$ cat src/hdl/mct_pkg.sv
`default_nettype none
package mct_pkg;
    typedef enum logic [1:0] {
        ACT_ADD     = 2'd0,
        ACT_REMOVE  = 2'd1,
        ACT_COUNT   = 2'd2,
        ACT_POPULAR = 2'd3
    } action_t;

    typedef enum logic [1:0] {
        ST_OK      = 2'd0,
        ST_MISSING = 2'd1,
        ST_FULL    = 2'd2,
        ST_EMPTY   = 2'd3
    } status_t;

    typedef enum logic [2:0] {
        S_IDLE,
        S_SCAN,
        S_FETCH,
        S_WRITE,
        S_OUT
    } state_t;

    localparam int COUNT_BITS = 32;
    localparam logic [COUNT_BITS-1:0] COUNT_MAX = '1;
endpackage
`default_nettype wire

$ cat src/hdl/mct_cell.sv
`default_nettype none
// One slot of the table. Scan data rotates through the cells: each shift_en cycle a
// cell hands its key and count to its lower neighbor, so the head cell sees every entry.
module mct_cell
    import mct_pkg::*;
#(
    parameter int KEY_BITS = 32
) (
    input  wire logic                  aclk,
    input  wire logic                  shift_en,
    input  wire logic                  load_en,
    input  wire logic [KEY_BITS-1:0]   load_key,
    input  wire logic [COUNT_BITS-1:0] load_count,
    input  wire logic [KEY_BITS-1:0]   nb_key,
    input  wire logic [COUNT_BITS-1:0] nb_count,
    output logic      [KEY_BITS-1:0]   key_q,
    output logic      [COUNT_BITS-1:0] count_q
);
    always_ff @(posedge aclk) begin
        if (load_en) begin
            key_q   <= load_key;
            count_q <= load_count;
        end else if (shift_en) begin
            key_q   <= nb_key;
            count_q <= nb_count;
        end
    end
endmodule
`default_nettype wire

$ cat src/hdl/multiset_count_table.sv
// A result passes the rotation over all ENTRIES cells, then slot fetch, write and the
// output register. One item is in work at a time: a new input is taken only once the
// previous result has been transferred.
// Reset (aresetn, synchronous, active low) empties the table and clears m_tvalid;
// the cell contents are left as they are and are never read until written.
`default_nettype none
module multiset_count_table
    import mct_pkg::*;
#(
    parameter int ENTRIES  = 16,
    parameter int KEY_BITS = 32
) (
    input  wire logic        aclk,
    input  wire logic        aresetn,
    input  wire logic        s_tvalid,
    output logic             s_tready,
    input  wire logic [39:0] s_tdata,  // action[1:0], key[33:2], zero[39:34]
    output logic             m_tvalid,
    input  wire logic        m_tready,
    output logic [71:0]      m_tdata   // status[1:0], amount[33:2], popular_key[65:34],
                                       // distinct[70:66], zero[71]
);
    localparam int IB = (ENTRIES > 1) ? $clog2(ENTRIES) : 1;
    localparam int NB = $clog2(ENTRIES + 1);

    // The cells rotate: cell i takes the contents of cell i+1, and the last cell takes
    // cell 0. After ENTRIES shifts the ring is back in place. During a rotation the
    // head (cell 0) shows slot number scan_reg.
    logic [KEY_BITS-1:0]   ck [ENTRIES];
    logic [COUNT_BITS-1:0] cc [ENTRIES];
    logic                  shift_en;
    logic [ENTRIES-1:0]    load_en;
    logic [KEY_BITS-1:0]   load_key;
    logic [COUNT_BITS-1:0] load_count;

    for (genvar g = 0; g < ENTRIES; g++) begin : g_cell
        mct_cell #(.KEY_BITS(KEY_BITS)) u_cell (
            .aclk      (aclk),
            .shift_en  (shift_en),
            .load_en   (load_en[g]),
            .load_key  (load_key),
            .load_count(load_count),
            .nb_key    (ck[(g + 1) % ENTRIES]),
            .nb_count  (cc[(g + 1) % ENTRIES]),
            .key_q     (ck[g]),
            .count_q   (cc[g])
        );
    end

    state_t                state_reg, state_next;
    logic [NB-1:0]         used_reg, used_next;
    logic [NB-1:0]         scan_reg, scan_next;
    action_t               act_reg, act_next;
    logic [KEY_BITS-1:0]   key_reg, key_next;
    logic                  hit_reg, hit_next;
    logic [IB-1:0]         hidx_reg, hidx_next;
    logic [COUNT_BITS-1:0] hcnt_reg, hcnt_next;
    logic [KEY_BITS-1:0]   pkey_reg, pkey_next;
    logic [COUNT_BITS-1:0] best_reg, best_next;
    logic [KEY_BITS-1:0]   lkey_reg, lkey_next;
    logic [COUNT_BITS-1:0] lcnt_reg, lcnt_next;
    logic [71:0]           out_reg, out_next;
    logic                  ov_reg, ov_next;

    status_t               r_st;
    logic [COUNT_BITS-1:0] r_amt;
    logic [31:0]           r_pk;
    logic [IB-1:0]         last_idx;

    assign s_tready = (state_reg == S_IDLE) && !ov_reg;
    assign m_tvalid = ov_reg;
    assign m_tdata  = out_reg;
    assign last_idx = IB'(used_reg - NB'(1));

    always_ff @(posedge aclk) begin
        if (!aresetn) begin
            state_reg <= S_IDLE;
            used_reg  <= '0;
            ov_reg    <= 1'b0;
        end else begin
            state_reg <= state_next;
            used_reg  <= used_next;
            ov_reg    <= ov_next;
        end
        scan_reg <= scan_next;
        act_reg  <= act_next;
        key_reg  <= key_next;
        hit_reg  <= hit_next;
        hidx_reg <= hidx_next;
        hcnt_reg <= hcnt_next;
        pkey_reg <= pkey_next;
        best_reg <= best_next;
        lkey_reg <= lkey_next;
        lcnt_reg <= lcnt_next;
        out_reg  <= out_next;
    end

    always_comb begin
        state_next = state_reg;
        used_next  = used_reg;
        scan_next  = scan_reg;
        act_next   = act_reg;
        key_next   = key_reg;
        hit_next   = hit_reg;
        hidx_next  = hidx_reg;
        hcnt_next  = hcnt_reg;
        pkey_next  = pkey_reg;
        best_next  = best_reg;
        lkey_next  = lkey_reg;
        lcnt_next  = lcnt_reg;
        out_next   = out_reg;
        ov_next    = ov_reg;
        shift_en   = 1'b0;
        load_en    = '0;
        load_key   = key_reg;
        load_count = '0;
        r_st       = ST_OK;
        r_amt      = '0;
        r_pk       = '0;

        if (ov_reg && m_tready) ov_next = 1'b0;

        unique case (state_reg)
            S_IDLE: begin
                if (s_tvalid && s_tready) begin
                    act_next   = action_t'(s_tdata[1:0]);
                    key_next   = KEY_BITS'(s_tdata[33:2]);
                    scan_next  = '0;
                    hit_next   = 1'b0;
                    best_next  = '0;
                    pkey_next  = '0;
                    state_next = S_SCAN;
                end
            end
            S_SCAN: begin
                // Head cell holds slot scan_reg; a full rotation restores the ring.
                if (scan_reg < used_reg) begin
                    if (!hit_reg && ck[0] == key_reg) begin
                        hit_next  = 1'b1;
                        hidx_next = IB'(scan_reg);
                        hcnt_next = cc[0];
                    end
                    if (scan_reg == '0 || cc[0] > best_reg) begin
                        best_next = cc[0];
                        pkey_next = ck[0];
                    end
                end
                shift_en  = 1'b1;
                scan_next = scan_reg + NB'(1);
                if (scan_reg == NB'(ENTRIES - 1)) state_next = S_FETCH;
            end
            S_FETCH: begin
                // The last slot is read from its fixed cell for the remove move.
                lkey_next  = ck[last_idx];
                lcnt_next  = cc[last_idx];
                state_next = S_WRITE;
            end
            S_WRITE: begin
                unique case (act_reg)
                    ACT_ADD: begin
                        if (hit_reg) begin
                            load_count = (hcnt_reg == COUNT_MAX) ? hcnt_reg
                                                                 : hcnt_reg + 1'b1;
                            load_key   = key_reg;
                            load_en[hidx_reg] = 1'b1;
                            r_amt = load_count;
                        end else if (used_reg >= NB'(ENTRIES)) begin
                            r_st = ST_FULL;
                        end else begin
                            load_key   = key_reg;
                            load_count = COUNT_BITS'(1);
                            load_en[IB'(used_reg)] = 1'b1;
                            used_next = used_reg + NB'(1);
                            r_amt = COUNT_BITS'(1);
                        end
                    end
                    ACT_REMOVE: begin
                        if (!hit_reg) begin
                            r_st = ST_MISSING;
                        end else if (hcnt_reg <= COUNT_BITS'(1)) begin
                            load_key   = lkey_reg;
                            load_count = lcnt_reg;
                            load_en[hidx_reg] = 1'b1;
                            used_next = used_reg - NB'(1);
                        end else begin
                            load_key   = key_reg;
                            load_count = hcnt_reg - 1'b1;
                            load_en[hidx_reg] = 1'b1;
                            r_amt = load_count;
                        end
                    end
                    ACT_COUNT: begin
                        if (hit_reg) r_amt = hcnt_reg;
                        else r_st = ST_MISSING;
                    end
                    ACT_POPULAR: begin
                        if (used_reg == '0) begin
                            r_st = ST_EMPTY;
                        end else begin
                            r_amt = best_reg;
                            r_pk  = 32'(pkey_reg);
                        end
                    end
                    default: ;
                endcase
                out_next   = {1'b0, 5'(used_next), r_pk, r_amt, r_st};
                ov_next    = 1'b1;
                state_next = S_IDLE;
            end
            default: state_next = S_IDLE;
        endcase
    end

    // A result is only raised at the end of a write step.
    a_out_after_write: assert property (@(posedge aclk) disable iff (!aresetn)
        $rose(m_tvalid) |-> $past(state_reg) == S_WRITE)
        else $error("result raised outside write step");
    // The table never holds more than ENTRIES keys.
    a_used_bound: assert property (@(posedge aclk) disable iff (!aresetn)
        used_reg <= NB'(ENTRIES))
        else $error("entry count overflow");
    // Entry count moves by at most one per item, only in the write step.
    a_used_step: assert property (@(posedge aclk) disable iff (!aresetn)
        (state_reg != S_WRITE) |=> $stable(used_reg))
        else $error("entry count changed outside write");
endmodule
`default_nettype wire
$ cat config.mk
export PLATFORM = sky130hd
export DESIGN_NAME = multiset_count_table
export DESIGN_NICKNAME = d
export VERILOG_FILES = /design/src/hdl/mct_pkg.sv /design/src/hdl/mct_cell.sv /design/src/hdl/multiset_count_table.sv
export SDC_FILE = /design/constraint.sdc
export NUM_CORES = 2
export LEC_CHECK = 0
export ABC_AREA = 0
export BUFFER_PORTS_ARGS = -buffer_cell sky130_fd_sc_hd__buf_4
export CORE_MARGIN = 2
export CORE_UTILIZATION = 45
export CTS_BUF_LIST = sky130_fd_sc_hd__clkbuf_8 sky130_fd_sc_hd__clkbuf_16
export CTS_CLUSTER_SIZE = 14
export DETAILED_ROUTE_END_ITERATION = 12
export PLACE_DENSITY_LB_ADDON = 0.08
export SKIP_CTS_REPAIR_TIMING = 1
export SYNTH_ARGS = -nofsm -noshare
export SYNTH_HDL_FRONTEND = slang
export SYNTH_SLANG_ARGS = --single-unit
$ cat constraint.sdc
create_clock -name aclk -period 14.25 [get_ports aclk]
set_clock_uncertainty 0.2 [all_clocks]
set_input_delay 0.7125 -clock aclk [delete_from_list [all_inputs] [get_ports aclk]]
set_output_delay 0.7125 -clock aclk [all_outputs]
set_load 0.01 [all_outputs]
==> flow_metrics.py <==
metrics = {
    "placement": {
        "port_buffers": 110,
        "place_hpwl_mm": 131,
        "place.gp.congestion": 0.918,
        "dp_slack_ns": 8.95,
    },
    "synth": {
        "syn_area_sq_um": 65900,
        "synth_most_common_cell": "edfxtp_1",
        "seq_area_frac_synth_pct": 59.4,
        "netlist.area_leader.share_pct": 59.2,
        "synth_edf_count": 1299,
        "ys_async_sr_fraction_pct": 0,
        "ys.flop_type": "edfxtp_1",
        "yosysWarnings": 0,
        "syn-instance-count": 5444,
        "ys_top_cells_by_area": "edfxtp_1, mux4_2, o21ai_0",
        "avgSynthCellArea_sq_um": 12.1,
        "ys_types": 92,
        "syn_nets": 5543,
        "synth_top_area_cell": "edfxtp_1",
        "synth_top_cells_by_count": "edfxtp_1, nand2_1, o21ai_0",
        "synth-seq-cells": 1307,
    },
    "floorplan": {
        "die_w_um": 387,
        "rows": 140,
        "fp.coreArea_sq_um": 146000,
        "io_pins": 118,
        "start_util_pct": 45.3,
        "die_area_sq_um": 150000,
        "die_h_um": 387,
    },
    "drt": {
        "route.met3.wl_mm": 22.9,
        "top_layer": "met5",
        "drt_iter0_drc": 6103,
        "wl_per_cell_um": 30.5,
        "via_per_inst": 6.39,
        "dr.pass1.iters": 9,
        "vias": 47100,
        "wl_met2_mm": 99.5,
        "routed_wl_mm": 225,
        "remaining_drc_errors": 0,
        "ant_nets": 0,
        "drt-met1-wl_mm": 97.0,
    },
    "setup_path": {
        "cp_max_fo": 48,
        "ff2ff_setup_slack_ns": 8.84,
        "critPathLaunchType": "flip-flop",
        "worstReg2RegEnd": "g_cell[5].u_cell.count_q[7]$_DFFE_PP_",
        "critical_path_required_ns": 14.45,
        "path_class": "flip-flop to flip-flop",
        "cp-end-kind": "flip-flop",
        "crit_arrival_ns": 5.61,
        "r2r_cells": 9,
        "worstReg2RegStart": "act_reg[1]$_DFFE_PP_",
    },
    "clock_network": {
        "path_clk_slew_ns": 0.06,
        "cts_made_buffers": 149,
        "root_buffer": "clkbuf_16",
        "clock_latency_ns": 0.80,
        "htree_levels": 4,
        "cts_tree": "yes",
        "clock_path_buffers": 3,
        "cts.sinks": 1307,
    },
    "grt": {
        "grt_max_degree": 129,
        "grtUsageTotal_pct": 29.8,
        "grt_pass1_wl_mm": 325,
        "overflow": 0,
        "grt_pass1_vias": 44900,
        "antenna_found_initial": 15,
    },
    "min_path": {
        "whs_path_depth": 4,
        "hold_end": "m_tvalid$_SDFFE_PN0P_",
        "hp-start": "m_tready",
        "min_path_type": "input port to flip-flop",
    },
    "final_layout": {
        "multiInputGateArea_sq_um": 24700,
        "drive_above_1_share_pct": 15.3,
        "area_growth_pct": 11.1,
        "nNetsFinal": 5441,
        "seqCellArea_sq_um": 39200,
        "n_fill_cell": 12900,
    },
    "power_and_ir_drop": {
        "power_density_nw_per_um2": 193,
        "p_comb_share_pct": 25.1,
        "pwr-share-clk_pct": 26.0,
        "p_leak_uw": 0.0259,
        "seq_power_share_pct": 48.9,
        "switching_share_pct": 33.8,
        "power_switching_uw": 4790,
        "p_int_uw": 9370,
        "peakVddDrop_mv": 0.143,
    },
    "job": {
        "drv_cap": 0,
    },
    "timing": {
        "relSlewSlack_pct": 8.70,
        "min_period_ns": 5.41,
        "fmax_ghz": 0.185,
        "worst_pin_slew_ns": 1.34,
        "finalWorstSetupSlack_ns": 8.84,
        "period_share_pct": 38.0,
        "finalSetupViolCount": 0,
        "rsz0062_at_grt": "false",
        "timing.setup.tns_ns": 0,
        "hold_viol": 0,
        "drv_slew": 0,
    },
    "outcome": {
        "status": "completed",
    },
}
[layer usage]
metal / global-route usage (%) / vias to the layer above
li1: - / 20400
met1: 43.8 / 23900
met2: 44.6 / 2452
met5: 0 / -
met3: 6.54 / 360
met4: 8.16 / 4
[layout by cell type (no fill, tap or decap), types with 115 or more instances in the layout]
cell type	Yosys	routed
buf_4	7	236
nor2_1	285	283
nand2_1	916	885
clkbuf_16	0	154
edfxtp_1	1299	1299
a31oi_1	172	171
mux4_2	256	256
o21ai_0	751	750
a21oi_1	144	143
and2_1	119	115
[kinds of logic (layout without fill, tap and decap cells)]
logic type / after synthesis / in the layout / synth area share [%]
fa+ha+maj: 55 / 55 / 1.04
simple gates: 1637 / 1637 / 11.1
compound gates: 1429 / 1429 / 13.0
buf+inv: 587 / 599 / 3.67
flops: 1307 / 1307 / 59.4
other cells: 1 / 3 / 0.00569
xor+xnor: 62 / 62 / 0.824
mux: 366 / 366 / 11.0
[critical path: stages, from the launching register on]
cell and delay, ns:
edfxtp_1 0.43, inv_1 0.12, ha_1 0.30, and2_2 0.18, buf_4 0.58, nor2_1 0.38, o32ai_1 0.66, nand2_4 0.51
nand2_4 0.69, buf_4 0.83
[power groups by stage]
stage	Clock (uW)	Sequential, uW	Combinational [uW]
final	3680	6930	3550
after floorplan	0	6620	2230
after CTS	3710	6900	3530
after global routing	3860	7050	3860
after global placement	0	6940	3460
after detailed placement	0	6960	3520
[layout make-up]
cell class / instances / area share [%]
sequential: 1307 / 53.5
inverter: 61 / 0.313
tap: 1917 / 3.27
timing repair buffer: 273 / 2.95
multi-input combinational: 3550 / 33.8
clock inverter: 111 / 0.962
clock buffer: 154 / 5.26
antenna: 2 / 0.00683
[stage by stage]
step	area [sq um]	hold WS, ns	util (%)	std cells	power, uW
floorplan	65900	0.269	-	5444	8850
global placement	68300	0.301	46.9	7073	10400
detailed placement	68300	0.303	46.9	7073	10500
CTS	72900	-0.160	50.1	7338	14100
global route	73200	0.0511	50.3	7373	14800
finish	73200	0.0398	50.3	7375	14200
[worst max-delay path by stage]
stage               slack, ns  cells past startpoint                               endpoint                      start
finish                   8.84                      9  g_cell[5].u_cell.count_q[7]$_DFFE_PP_       act_reg[1]$_DFFE_PP_
global route             8.68                      9   g_cell[3].u_cell.key_q[25]$_DFFE_PP_       act_reg[1]$_DFFE_PP_
CTS                      8.93                      9  g_cell[5].u_cell.count_q[7]$_DFFE_PP_       act_reg[1]$_DFFE_PP_
detailed placement       8.95                      9   g_cell[8].u_cell.key_q[18]$_DFFE_PP_       act_reg[1]$_DFFE_PP_
global placement         8.97                      9   g_cell[3].u_cell.key_q[18]$_DFFE_PP_       act_reg[1]$_DFFE_PP_
floorplan                8.28                      8              best_reg[0]$_SDFFCE_PN0P_  state_reg[0]$_SDFFE_PN0P_
Power figures use the tool's default switching activity.
